`config.mk`:
```
export PLATFORM = sky130hd
export DESIGN_NAME = crs_ctrl
export DESIGN_NICKNAME = d
export VERILOG_FILES = /design/src/rtl/core/crs_pkg.sv /design/src/rtl/core/crs_ctrl.sv
export SDC_FILE = /design/constraint.sdc
export NUM_CORES = 1
export LEC_CHECK = 0
export ABC_AREA = 0
export BUFFER_PORTS_ARGS = -buffer_cell sky130_fd_sc_hd__buf_2
export CAP_MARGIN = 40
export CORE_MARGIN = 2
export CORE_UTILIZATION = 42
export CTS_BUF_LIST = sky130_fd_sc_hd__clkbuf_16
export DETAILED_ROUTE_END_ITERATION = 16
export PLACE_DENSITY = 0.8
export SETUP_SLACK_MARGIN = 0.3
export SYNTH_ARGS = -nofsm -noshare
export SYNTH_HDL_FRONTEND = slang
export SYNTH_SLANG_ARGS = --single-unit
```
`constraint.sdc`:
```
create_clock -name clk -period 1.1 [get_ports clk]
set_input_delay 0.11 -clock clk [delete_from_list [all_inputs] [get_ports clk]]
set_output_delay 0.11 -clock clk [all_outputs]
set_load 0.03 [all_outputs]
```
`src/rtl/core/crs_pkg.sv`:
```
package crs_pkg;

    // Operation codes carried in the op field of an input item.
    localparam logic [1:0] OP_CLEAR  = 2'd0;
    localparam logic [1:0] OP_APPEND = 2'd1;
    localparam logic [1:0] OP_EVAL   = 2'd2;

    // Result status codes.
    localparam logic [1:0] STAT_OK    = 2'd0;
    localparam logic [1:0] STAT_FULL  = 2'd1;
    localparam logic [1:0] STAT_EMPTY = 2'd2;

    // Width of the Horner accumulator and the coefficients.
    // The largest coefficient magnitude is below 2^35 and no step grows past 2^38.
    localparam int VAL_W = 40;

    typedef struct packed {
        logic [1:0]         op;
        logic signed [31:0] point_x;
        logic signed [31:0] point_y;
        logic signed [31:0] point_z;
        logic signed [31:0] param_t;
    } in_item_t;

    typedef struct packed {
        logic signed [31:0] pos_x;
        logic signed [31:0] pos_y;
        logic signed [31:0] pos_z;
        logic signed [31:0] tan_x;
        logic signed [31:0] tan_y;
        logic signed [31:0] tan_z;
        logic [1:0]         status;
    } out_item_t;

    typedef struct packed {
        logic signed [31:0] x;
        logic signed [31:0] y;
        logic signed [31:0] z;
    } point_t;

    typedef enum logic [2:0] {
        S_IDLE,
        S_DECODE,
        S_DIV,
        S_READ,
        S_COEF,
        S_MUL,
        S_ACC,
        S_WB
    } state_t;

    typedef struct packed {
        logic       load_in;
        logic       clear;
        logic       append;
        logic       res_init;
        logic [1:0] res_status;
        logic       mod_start;
        logic       seg_open;
        logic       seg_loop;
        logic       rd_en;
        logic [1:0] rd_sel;
        logic       pt_we;
        logic [1:0] pt_sel;
        logic       coef;
        logic       mul;
        logic       acc;
        logic [2:0] step;
        logic [1:0] axis;
        logic       out_load;
    } cmd_t;

    typedef struct packed {
        logic [1:0] op;
        logic       lt2;
        logic       full;
        logic       loop_mode;
        logic       mod_done;
    } stat_t;

    // Halve with rounding to nearest, ties toward plus infinity.
    function automatic logic signed [VAL_W-1:0] half_round(input logic signed [VAL_W-1:0] v);
        logic signed [VAL_W-1:0] s;
        begin
            s = v + VAL_W'(1);
            return s >>> 1;
        end
    endfunction

    function automatic logic signed [31:0] sat32(input logic signed [VAL_W-1:0] v);
        logic signed [VAL_W-1:0] hi;
        logic signed [VAL_W-1:0] lo;
        begin
            hi = VAL_W'(33'sh0_7FFF_FFFF);
            lo = -VAL_W'(33'sh0_8000_0000);
            if (v > hi)
            begin
                return 32'sh7FFF_FFFF;
            end
            else if (v < lo)
            begin
                return 32'sh8000_0000;
            end
            return v[31:0];
        end
    endfunction

endpackage

```
`src/rtl/core/crs_ctrl.sv`:
```
module crs_ctrl (
    input  logic           clk,
    input  logic           rst_n,
    input  logic           in_valid,
    output logic           in_stall,
    output logic           out_valid,
    input  logic           out_stall,
    input  crs_pkg::stat_t stat,
    output crs_pkg::cmd_t  cmd
);
    import crs_pkg::*;

    state_t     state_reg, state_next;
    logic [2:0] rd_cnt_reg;
    logic [2:0] step_reg;
    logic [1:0] axis_reg;
    logic       out_valid_reg;

    always_comb
    begin
        state_next = state_reg;
        unique case (state_reg)
            S_IDLE:
            begin
                if (in_valid)
                begin
                    state_next = S_DECODE;
                end
            end
            S_DECODE:
            begin
                if (stat.op == OP_EVAL && !stat.lt2)
                begin
                    state_next = stat.loop_mode ? S_DIV : S_READ;
                end
                else
                begin
                    state_next = S_WB;
                end
            end
            S_DIV:
            begin
                if (stat.mod_done)
                begin
                    state_next = S_READ;
                end
            end
            S_READ:
            begin
                if (rd_cnt_reg == 3'd4)
                begin
                    state_next = S_COEF;
                end
            end
            S_COEF:
            begin
                state_next = S_MUL;
            end
            S_MUL:
            begin
                state_next = S_ACC;
            end
            S_ACC:
            begin
                if (step_reg == 3'd4)
                begin
                    state_next = (axis_reg == 2'd2) ? S_WB : S_COEF;
                end
                else
                begin
                    state_next = S_MUL;
                end
            end
            S_WB:
            begin
                if (!out_valid_reg || !out_stall)
                begin
                    state_next = S_IDLE;
                end
            end
            default:
            begin
                state_next = S_IDLE;
            end
        endcase
    end

    always_comb
    begin
        cmd      = '0;
        cmd.step = step_reg;
        cmd.axis = axis_reg;
        in_stall = 1'b1;
        unique case (state_reg)
            S_IDLE:
            begin
                in_stall    = 1'b0;
                cmd.load_in = in_valid;
            end
            S_DECODE:
            begin
                cmd.res_init   = 1'b1;
                cmd.res_status = STAT_OK;
                unique case (stat.op)
                    OP_CLEAR:
                    begin
                        cmd.clear = 1'b1;
                    end
                    OP_APPEND:
                    begin
                        if (stat.full)
                        begin
                            cmd.res_status = STAT_FULL;
                        end
                        else
                        begin
                            cmd.append = 1'b1;
                        end
                    end
                    OP_EVAL:
                    begin
                        if (stat.lt2)
                        begin
                            cmd.res_status = STAT_EMPTY;
                        end
                        else if (stat.loop_mode)
                        begin
                            cmd.mod_start = 1'b1;
                        end
                        else
                        begin
                            cmd.seg_open = 1'b1;
                        end
                    end
                    default:
                    begin
                        cmd.res_status = STAT_OK;
                    end
                endcase
            end
            S_DIV:
            begin
                cmd.seg_loop = stat.mod_done;
            end
            S_READ:
            begin
                cmd.rd_en  = rd_cnt_reg != 3'd4;
                cmd.rd_sel = rd_cnt_reg[1:0];
                cmd.pt_we  = rd_cnt_reg != 3'd0;
                cmd.pt_sel = 2'(rd_cnt_reg - 3'd1);
            end
            S_COEF:
            begin
                cmd.coef = 1'b1;
            end
            S_MUL:
            begin
                cmd.mul = 1'b1;
            end
            S_ACC:
            begin
                cmd.acc = 1'b1;
            end
            S_WB:
            begin
                cmd.out_load = !out_valid_reg || !out_stall;
            end
            default:
            begin
                in_stall = 1'b1;
            end
        endcase
    end

    assign out_valid = out_valid_reg;

    always_ff @(posedge clk or negedge rst_n)
    begin
        if (!rst_n)
        begin
            state_reg     <= S_IDLE;
            rd_cnt_reg    <= '0;
            step_reg      <= '0;
            axis_reg      <= '0;
            out_valid_reg <= 1'b0;
        end
        else
        begin
            state_reg <= state_next;
            if (state_reg == S_READ)
            begin
                rd_cnt_reg <= rd_cnt_reg + 3'd1;
            end
            else
            begin
                rd_cnt_reg <= '0;
            end
            if (state_reg == S_ACC)
            begin
                step_reg <= (step_reg == 3'd4) ? 3'd0 : step_reg + 3'd1;
                if (step_reg == 3'd4)
                begin
                    axis_reg <= axis_reg + 2'd1;
                end
            end
            else if (state_reg == S_IDLE)
            begin
                step_reg <= '0;
                axis_reg <= '0;
            end
            if (cmd.out_load)
            begin
                out_valid_reg <= 1'b1;
            end
            else if (!out_stall)
            begin
                out_valid_reg <= 1'b0;
            end
        end
    end

endmodule

```
==> results of run 1 <==
through the flow:
stage	hold WS, ns	setup WS, ns	std cells	TNS, ns	util [%]
2_1_floorplan	-0.186	-0.321	98	-3.32	-
3_3_place_gp	0.000183	-0.232	182	-3.60	70.3
3_5_place_dp	0.00656	-0.242	182	-4.43	70.3
4_1_cts	0.240	-0.382	199	-8.47	90.6
kinds of logic after synthesis:
| group | synth area share (%) |
|---|---|
| mux | 1.14 |
| fa+ha+maj | 11.4 |
| compound gates | 14.2 |
| simple gates | 27.4 |
| xor+xnor | 0.994 |
| buf+inv | 10.8 |
| flops | 34.1 |
what timing repair did:
| item | 4_1_cts |
|---|---|
| endpoints found under the setup margin | 38 |
| setup buffers | 12 |
| pin swaps | 8 |
| gates resized for setup | 64 |
| hold buffers | 1 |
| hold endpoints to repair | 12 |
==> out/results.tsv, run 1 <==
stage	metric	value	unit
yosys	ys flop type	dfrtp_1	
yosys	top post-synthesis cells by count	inv_1, dfrtp_1, nor2_1	
floorplanning	Initial Util	44.9	%
clocking	clock sink total	12	
place	global placement routability congestion	0.773	
place	placed cell area	1380	um2
global_routing	largest net degree at the start of global routing	13	
sta	post-GRT worst EP	cmd[21]	
yosys	post-synthesis sequential area ratio	34.1	%
clocking	Clock Root Buffer	clkbuf_16	
yosys	Avg Cell Area, Syn	8.99	um2
status	Fail Step	global routing	
yosys	Synth async-reset ratio	100	%
floorplanning	die height	49.8	um
yosys	count leader, synth	inv_1	
clocking	number of CTS-inserted buffers	3	
yosys	syn_nets	116	
yosys	synth warn	0	
floorplanning	chip width	49.8	um
yosys	count of cell types in the netlist	30	
yosys	Seq cells post-synth	12	
floorplanning	io pins	36	
yosys	number of synthesized flops with an enable pin	0	
place	hpwl dp	1900	um
yosys	Netlist Area Pre-Place	881	um2
floorplanning	Core Rows	16	
yosys	Gate Count Post-Synth	98	
yosys	dominant cell type by area after synthesis	dfrtp_1	
place	PortBufs	35	
global_routing	initial antenna violation count	0	
clocking	H-tree lvl count	1	
sta	Worst endpoint type	top-level output	
status	Error	[ERROR DPL-0033] detailed placement checks failed during check placement.	
yosys	Area contributors post-synth	dfrtp_1, ha_1, inv_1	
status	status	did not finish	
yosys	Synth top area share	34.1	%
clocking	Bufs on Longest Clock Path	2	
==> run 2: changes to the inputs <==
CORE_AREA = 2 2 63 65   (was not set)
CORE_MARGIN = not set   (was 2)
CORE_UTILIZATION = not set   (was 42)
CTS_BUF_LIST = not set   (was sky130_fd_sc_hd__clkbuf_16)
DIE_AREA = 0 0 65 67   (was not set)
PLACE_DENSITY = not set   (was 0.8)
PLACE_DENSITY_LB_ADDON = 0.15   (was not set)
SETUP_SLACK_MARGIN = not set   (was 0.3)
clock period = 1.4 ns   (was 1.1 ns; I/O delays follow)
==> out/results.tsv, run 2 <==
stage	metric	value	unit	change
run	Max-Cap Viols	0		
worst_setup_path	RR Endpoint	step_reg[2]$_DFFE_PN0P_		
sta	Setup WS post-layout	-0.146	ns	
yosys	Area contributors post-synth	dfrtp_1, ha_1, inv_1		
route	DRC errors left	0		
global_routing	first-pass GRT wire length	3750	um	
route	First-pass DRT Iterations	6		
final_layout	most common cell after layout, fill and taps aside	buf_4		
floorplanning	die height	67	um	+35%
sta	minimum clock period	1.55	ns	
global_routing	M2 GR Usage	18.7	%	
global_routing	GRT busiest layer	met2		
global_routing	met3 Usage GRT	4.05	%	
worst_setup_path	largest fanout on the critical path	8		
worst_setup_path	crit path cell chain	nor3_4 > and4_4 > buf_6		
final_layout	multi-input logic area	582	um2	
yosys	syn_nets	116		unchanged
sta	Final setup violation count	13		
final_layout	most frequent cells in the layout	buf_4, buf_6, buf_2		
floorplanning	Initial Util	24.4	%	-20 points
final_layout	Cell Count, Final, Fillers Out	205		
worst_setup_path	Worst EP arrival	1.41	ns	
status	status	complete, but fails checks		
place	Placed Cells	186		+2.2%
worst_setup_path	CP max stage delay	0.46	ns	
sta	hold slack	0.205	ns	
worst_hold_path	min-delay src	out_stall		
final_layout	nets	176		
yosys	ys flop type	dfrtp_1		
global_routing	GR Overflow Total	0		
place	PortBufs	35		unchanged
route	mean routed wirelength per cell	11.2	um	
sta	fmax	0.647	GHz	
clocking	Bufs on Longest Clock Path	2		unchanged
worst_setup_path	slowest CP cell	dfrtp_2		
yosys	Synth async-reset ratio	100	%	unchanged
worst_setup_path	FF-to-FF path depth	7		
route	via count	891		
yosys	Seq cells post-synth	12		unchanged
floorplanning	Die ar.	4360	um2	
worst_setup_path	reg2reg setup slack	0.02	ns	
worst_hold_path	Hold Crit Depth	3		
route	post-detailed-route count of antenna-violating nets	0		
global_routing	Total GRT Usage	11.1	%	
sta	period utilisation layout	110	%	
final_layout	P&R area growth vs syn	74.6	%	
final_layout	FF/Latch Area	303	um2	
clocking	clk_lat worst skew	0.24	ns	
yosys	count of cell types in the netlist	30		unchanged
route	DR vias/cell	4.35		
yosys	Synth top area share	34.1	%	unchanged
yosys	synth warn	0		unchanged
floorplanning	chip width	65	um	+31%
clocking	CTS tree	done		
yosys	number of synthesized flops with an enable pin	0		unchanged
yosys	Avg Cell Area, Syn	8.99	um2	unchanged
final_layout	Final Util	42.6	%	
clocking	Clock transition at path regs	0.05	ns	
yosys	Netlist Area Pre-Place	881	um2	unchanged
global_routing	met1 usage	13.3	%	
worst_hold_path	Hold Path Sink	out_valid$_DFFE_PN0P_		
final_layout	antenna cells	0		
floorplanning	Core Rows	22		+6
route	DRT Wirelength	2300	um	
worst_setup_path	Crit. End Element	output port		
clocking	clock sink total	12		unchanged
yosys	top post-synthesis cells by count	inv_1, dfrtp_1, nor2_1		
worst_setup_path	reg-to-reg startpoint	state_reg[1]$_DFFE_PN0P_		
final_layout	Layout fillers	352		
yosys	post-synthesis sequential area ratio	34.1	%	unchanged
clocking	Clock Root Buffer	clkbuf_8		
worst_setup_path	CP required	1.26	ns	
yosys	count leader, synth	inv_1		
place	hpwl dp	1650	um	-13%
clocking	H-tree lvl count	1		unchanged
yosys	dominant cell type by area after synthesis	dfrtp_1		
sta	fin. max-slew vios	0		
worst_hold_path	HP Class	primary input to flop		
yosys	Gate Count Post-Synth	98		unchanged
floorplanning	io pins	36		unchanged
sta	Rel. slew slack	79.3	%	
sta	skew final	0.00239	ns	
sta	Worst-Margin Slew	0.310	ns	
global_routing	largest net degree at the start of global routing	13		
power	PwrDens	1880	nW/um2	
worst_setup_path	crit start category	flop		
global_routing	vias in the first global route	837		
final_layout	share of layout cells above drive strength 1	60.5	%	
worst_setup_path	Crit Path Category	flop to output port		
sta	RSZ-0062 raised after global routing	true		
power	P_leak	0.750	nW	
status	failing checks	setup timing		
sta	final hold vios	0		
global_routing	initial antenna violation count	0		
power	VDD IR-drop max	1.08	mV	
route	initial detailed-routing violation count	13		
place	global placement routability congestion	0.734		-5.0%
floorplanning	core area	3610	um2	
clocking	number of CTS-inserted buffers	3		unchanged
==> run 2: cell counts after synthesis <==
Identical to the previous run, type by type.
==> run 2: how the worst max path moves through the flow <==
| stage | endpoint | start | cells after the start |
|---|---|---|---|
| after floorplan | cmd[19] | state_reg[2]$_DFFE_PN0P_ | 3 |
| after global placement | cmd[19] | state_reg[1]$_DFFE_PN0P_ | 3 |
| after detailed placement | step_reg[0]$_DFFE_PN0P_ | state_reg[1]$_DFFE_PN0P_ | 5 |
| after CTS | cmd[19] | state_reg[2]$_DFFE_PN0P_ | 3 |
| after global routing | cmd[21] | state_reg[2]$_DFFE_PN0P_ | 4 |
| final | cmd[19] | state_reg[1]$_DFFE_PN0P_ | 3 |
==> run 2: worst max-delay path: cells and delay by family (launching register included) <==
kind / cells / cell delay, ns
buffers and inverters: 1 / 0.12
DFF: 1 / 0.46
and+or+nand+nor: 2 / 0.59
==> run 2: through the flow <==
step / instance area, um2 / worst slack (ns) / setup TNS (ns) / power, mW
floorplan: 920 / -0.0730 / -0.218 / 1.70
global placement: 1180 / 0.0408 / 0 / 2.10
detailed placement: 1180 / 0.0246 / 0 / 2.09
CTS: 1370 / -0.140 / -0.954 / 2.69
global route: 1540 / -0.214 / -2.18 / 3.11
finish: 1540 / -0.146 / -1.07 / 2.90
==> run 2: layer usage <==
layer | share of wire, % | routed length [um]
met1 | 42 | 973
met2 | 52 | 1200
met3 | 4.4 | 102
met4 | 0.74 | 17
met5 | 0 | 0
==> run 2: where the power goes <==
part           leakage [nW]  internal, mW  total, mW  switching [mW]
Clock                0.0288         0.249      0.377           0.128
Sequential            0.154         0.468      0.625           0.157
Combinational         0.567         0.853       1.90            1.04
Total                 0.750          1.57       2.90            1.33
==> run 2: cells by family (layout without fill, tap and decap cells) <==
kind of cell | after synthesis | count (layout) | share of synthesized area [%]
simple gates | 40 | 40 | 27.4
xor+xnor | 1 | 1 | 0.994
flops | 12 | 12 | 34.1
compound gates | 18 | 18 | 14.2
fa+ha+maj | 8 | 8 | 11.4
mux | 1 | 1 | 1.14
buf+inv | 18 | 77 | 10.8
==> run 2: final cells by class <==
cell class              instances  share of cell area (%)
clock buffers                   4                    3.58
inverters                      15                    4.15
multi-input cells              68                    37.8
flip-flops and latches         12                    19.7
well taps                      48                    3.91
repair buffers                 58                    30.8
==> run 2: what timing repair did <==
| item | CTS | global route |
|---|---|---|
| pin swaps | 3 | 8 |
| buffers inserted | 7 | 8 |
| resized for setup | 23 | 42 |
| hold endpoints to repair | 12 | 0 |
| hold buffers | 1 | 0 |
| endpoints found under the setup margin | 18 | 22 |
Note: power is estimated with default switching activity, not from simulation.
==> run 3: changes to the inputs <==
GPL_TIMING_DRIVEN = 0   (was not set)
==> out/results.tsv, run 3 (same netlist as run 2, synthesis figures left out) <==
stage	metric	value	unit	change
final_layout	share of layout cells above drive strength 1	59.9	%	-0.64 points
sta	skew final	0.00136	ns	-0.00103 ns
sta	fmax	0.667	GHz	+3.1%
place	PortBufs	35		unchanged
sta	setup TNS	-0.796	ns	+0.275 ns
sta	final hold vios	0		unchanged
final_layout	multi-input logic area	578	um2	-0.65%
sta	minimum clock period	1.50	ns	-0.0468 ns
floorplanning	io pins	36		unchanged
route	via count	873		-2.0%
sta	hold slack	0.187	ns	-0.0180 ns
global_routing	met3 Usage GRT	3.38	%	-0.68 points
sta	RSZ-0062 raised after global routing	true		
power	overall power	2.79	mW	-3.7%
status	failing checks	setup timing		
sta	fin. max-slew vios	0		unchanged
worst_setup_path	largest fanout on the critical path	8		unchanged
route	initial detailed-routing violation count	10		-3
sta	Rel. slew slack	79.9	%	+0.63 points
worst_setup_path	Worst EP arrival	1.36	ns	-0.05 ns
clocking	Clock Root Buffer	clkbuf_8		
clocking	Bufs on Longest Clock Path	2		unchanged
power	VDD IR-drop max	1.11	mV	+2.3%
global_routing	vias in the first global route	899		+7.4%
clocking	clock sink total	12		unchanged
place	global placement routability congestion	0.712		-2.9%
sta	Setup WS post-layout	-0.0993	ns	+0.0468 ns
route	First-pass DRT Iterations	4		-2
route	post-detailed-route count of antenna-violating nets	0		unchanged
final_layout	most frequent cells in the layout	buf_6, buf_4, buf_2		
floorplanning	Die ar.	4360	um2	unchanged
global_routing	largest net degree at the start of global routing	13		unchanged
final_layout	nets	172		-2.3%
place	hpwl dp	1640	um	-0.21%
status	status	complete, but fails checks		
worst_setup_path	Crit Path Category	flop to output port		
clocking	H-tree lvl count	1		unchanged
global_routing	Total GRT Usage	11.0	%	-0.10 points
worst_setup_path	crit start category	flop		
global_routing	first-pass GRT wire length	3820	um	+1.8%
route	mean routed wirelength per cell	11.3	um	+1.2%
floorplanning	Initial Util	24.4	%	unchanged
clocking	Clock transition at path regs	0.05	ns	about the same
worst_setup_path	CP required	1.26	ns	about the same
final_layout	most common cell after layout, fill and taps aside	buf_6		
floorplanning	die height	67	um	unchanged
route	DR vias/cell	4.37		+0.43%
global_routing	M2 GR Usage	20.2	%	+1.5 points
floorplanning	chip width	65	um	unchanged
final_layout	antenna cells	0		unchanged
global_routing	initial antenna violation count	0		unchanged
floorplanning	core area	3610	um2	unchanged
final_layout	P&R area growth vs syn	70.2	%	
clocking	number of CTS-inserted buffers	3		unchanged
sta	Final setup violation count	14		+1
worst_hold_path	HP Class	primary input to flop		
floorplanning	Core Rows	22		unchanged
sta	Worst-Margin Slew	0.301	ns	-0.00914 ns
power	PwrDens	1860	nW/um2	-1.2%
worst_setup_path	Crit. End Element	output port		
route	DRT Wirelength	2270	um	-1.3%
run	Max-Cap Viols	0		unchanged
clocking	clk_lat worst skew	0.24	ns	about the same
power	P_leak	0.712	nW	-5.0%
global_routing	GRT busiest layer	met2		
sta	period utilisation layout	107	%	-3.3 points
route	DRC errors left	0		unchanged
final_layout	FF/Latch Area	303	um2	unchanged
final_layout	Layout fillers	361		+2.6%
global_routing	met1 usage	13.2	%	-0.18 points
global_routing	GR Overflow Total	0		unchanged
clocking	CTS tree	done		
## run 3: cell types whose count changed in the layout (fill, tap and decap cells not counted), sizes merged
cell	delta
buf	-4
clkbuf	-1
inv	-1
clkinvlp	+1
## run 3: where the power goes
part | switching [mW] | internal [mW]
combinational | 1.05 | 0.821
sequential | 0.140 | 0.468
clock | 0.125 | 0.190
total | 1.31 | 1.48
## run 3: worst paths after layout
kind	startpoint	to	slack [ns]	depth (start not counted)
max	state_reg[0]$_DFFE_PN0P_	cmd[19]	-0.1	5
min	out_stall	out_valid$_DFFE_PN0P_	0.19	3
max reg2reg	state_reg[0]$_DFFE_PN0P_	state_reg[2]$_DFFE_PN0P_	0.03	6
min reg2reg	axis_reg[0]$_DFFE_PN0P_	axis_reg[0]$_DFFE_PN0P_	0.50	1
max in group asynchronous	rst_n	state_reg[1]$_DFFE_PN0P_	0.84	2
min in group asynchronous	rst_n	step_reg[0]$_DFFE_PN0P_	0.32	2
## run 3: worst max-delay path, stage by stage, from the launching register on
cell and delay (ns):
dfrtp_2 0.43, inv_6 0.04, nor3_4 0.18, buf_6 0.15, and4_4 0.20, buf_6 0.12
## run 3: stage by stage
stage | worst slack, ns | instances | util, % | instance area [um2]
2_1_floorplan | -0.0730 | 98 | - | 920
3_3_place_gp | 0.0172 | 181 | 32.0 | 1150
3_5_place_dp | 0.0141 | 181 | 32.0 | 1150
4_1_cts | -0.108 | 197 | 39.5 | 1420
5_1_grt | -0.147 | 200 | 41.6 | 1500
6_report | -0.0993 | 200 | 41.6 | 1500
## run 3: area by class of cell
class | count | share of cell area (%)
inverters | 15 | 4.67
well taps | 48 | 4.01
flip-flops and latches | 12 | 20.2
clock buffers | 3 | 2.75
repair buffers | 52 | 28.3
plain buffers | 2 | 1.50
multi-input cells | 68 | 38.6
## run 3: metal layers
layer  vias up  part of all wire, %  wire length (um)
met4         0                 0.53                12
met3         2                  3.7                84
met5         -                    0                 0
li1        438                    -                 -
met1       418                   42               942
met2        15                   54              1230
## run 3: repair_timing
action                                  CTS  global route
gates resized for setup                  42            21
pin swaps                                 4             4
setup buffers                            12             4
hold buffers                              1             0
hold endpoints to repair                 12             0
endpoints found under the setup margin   18            24
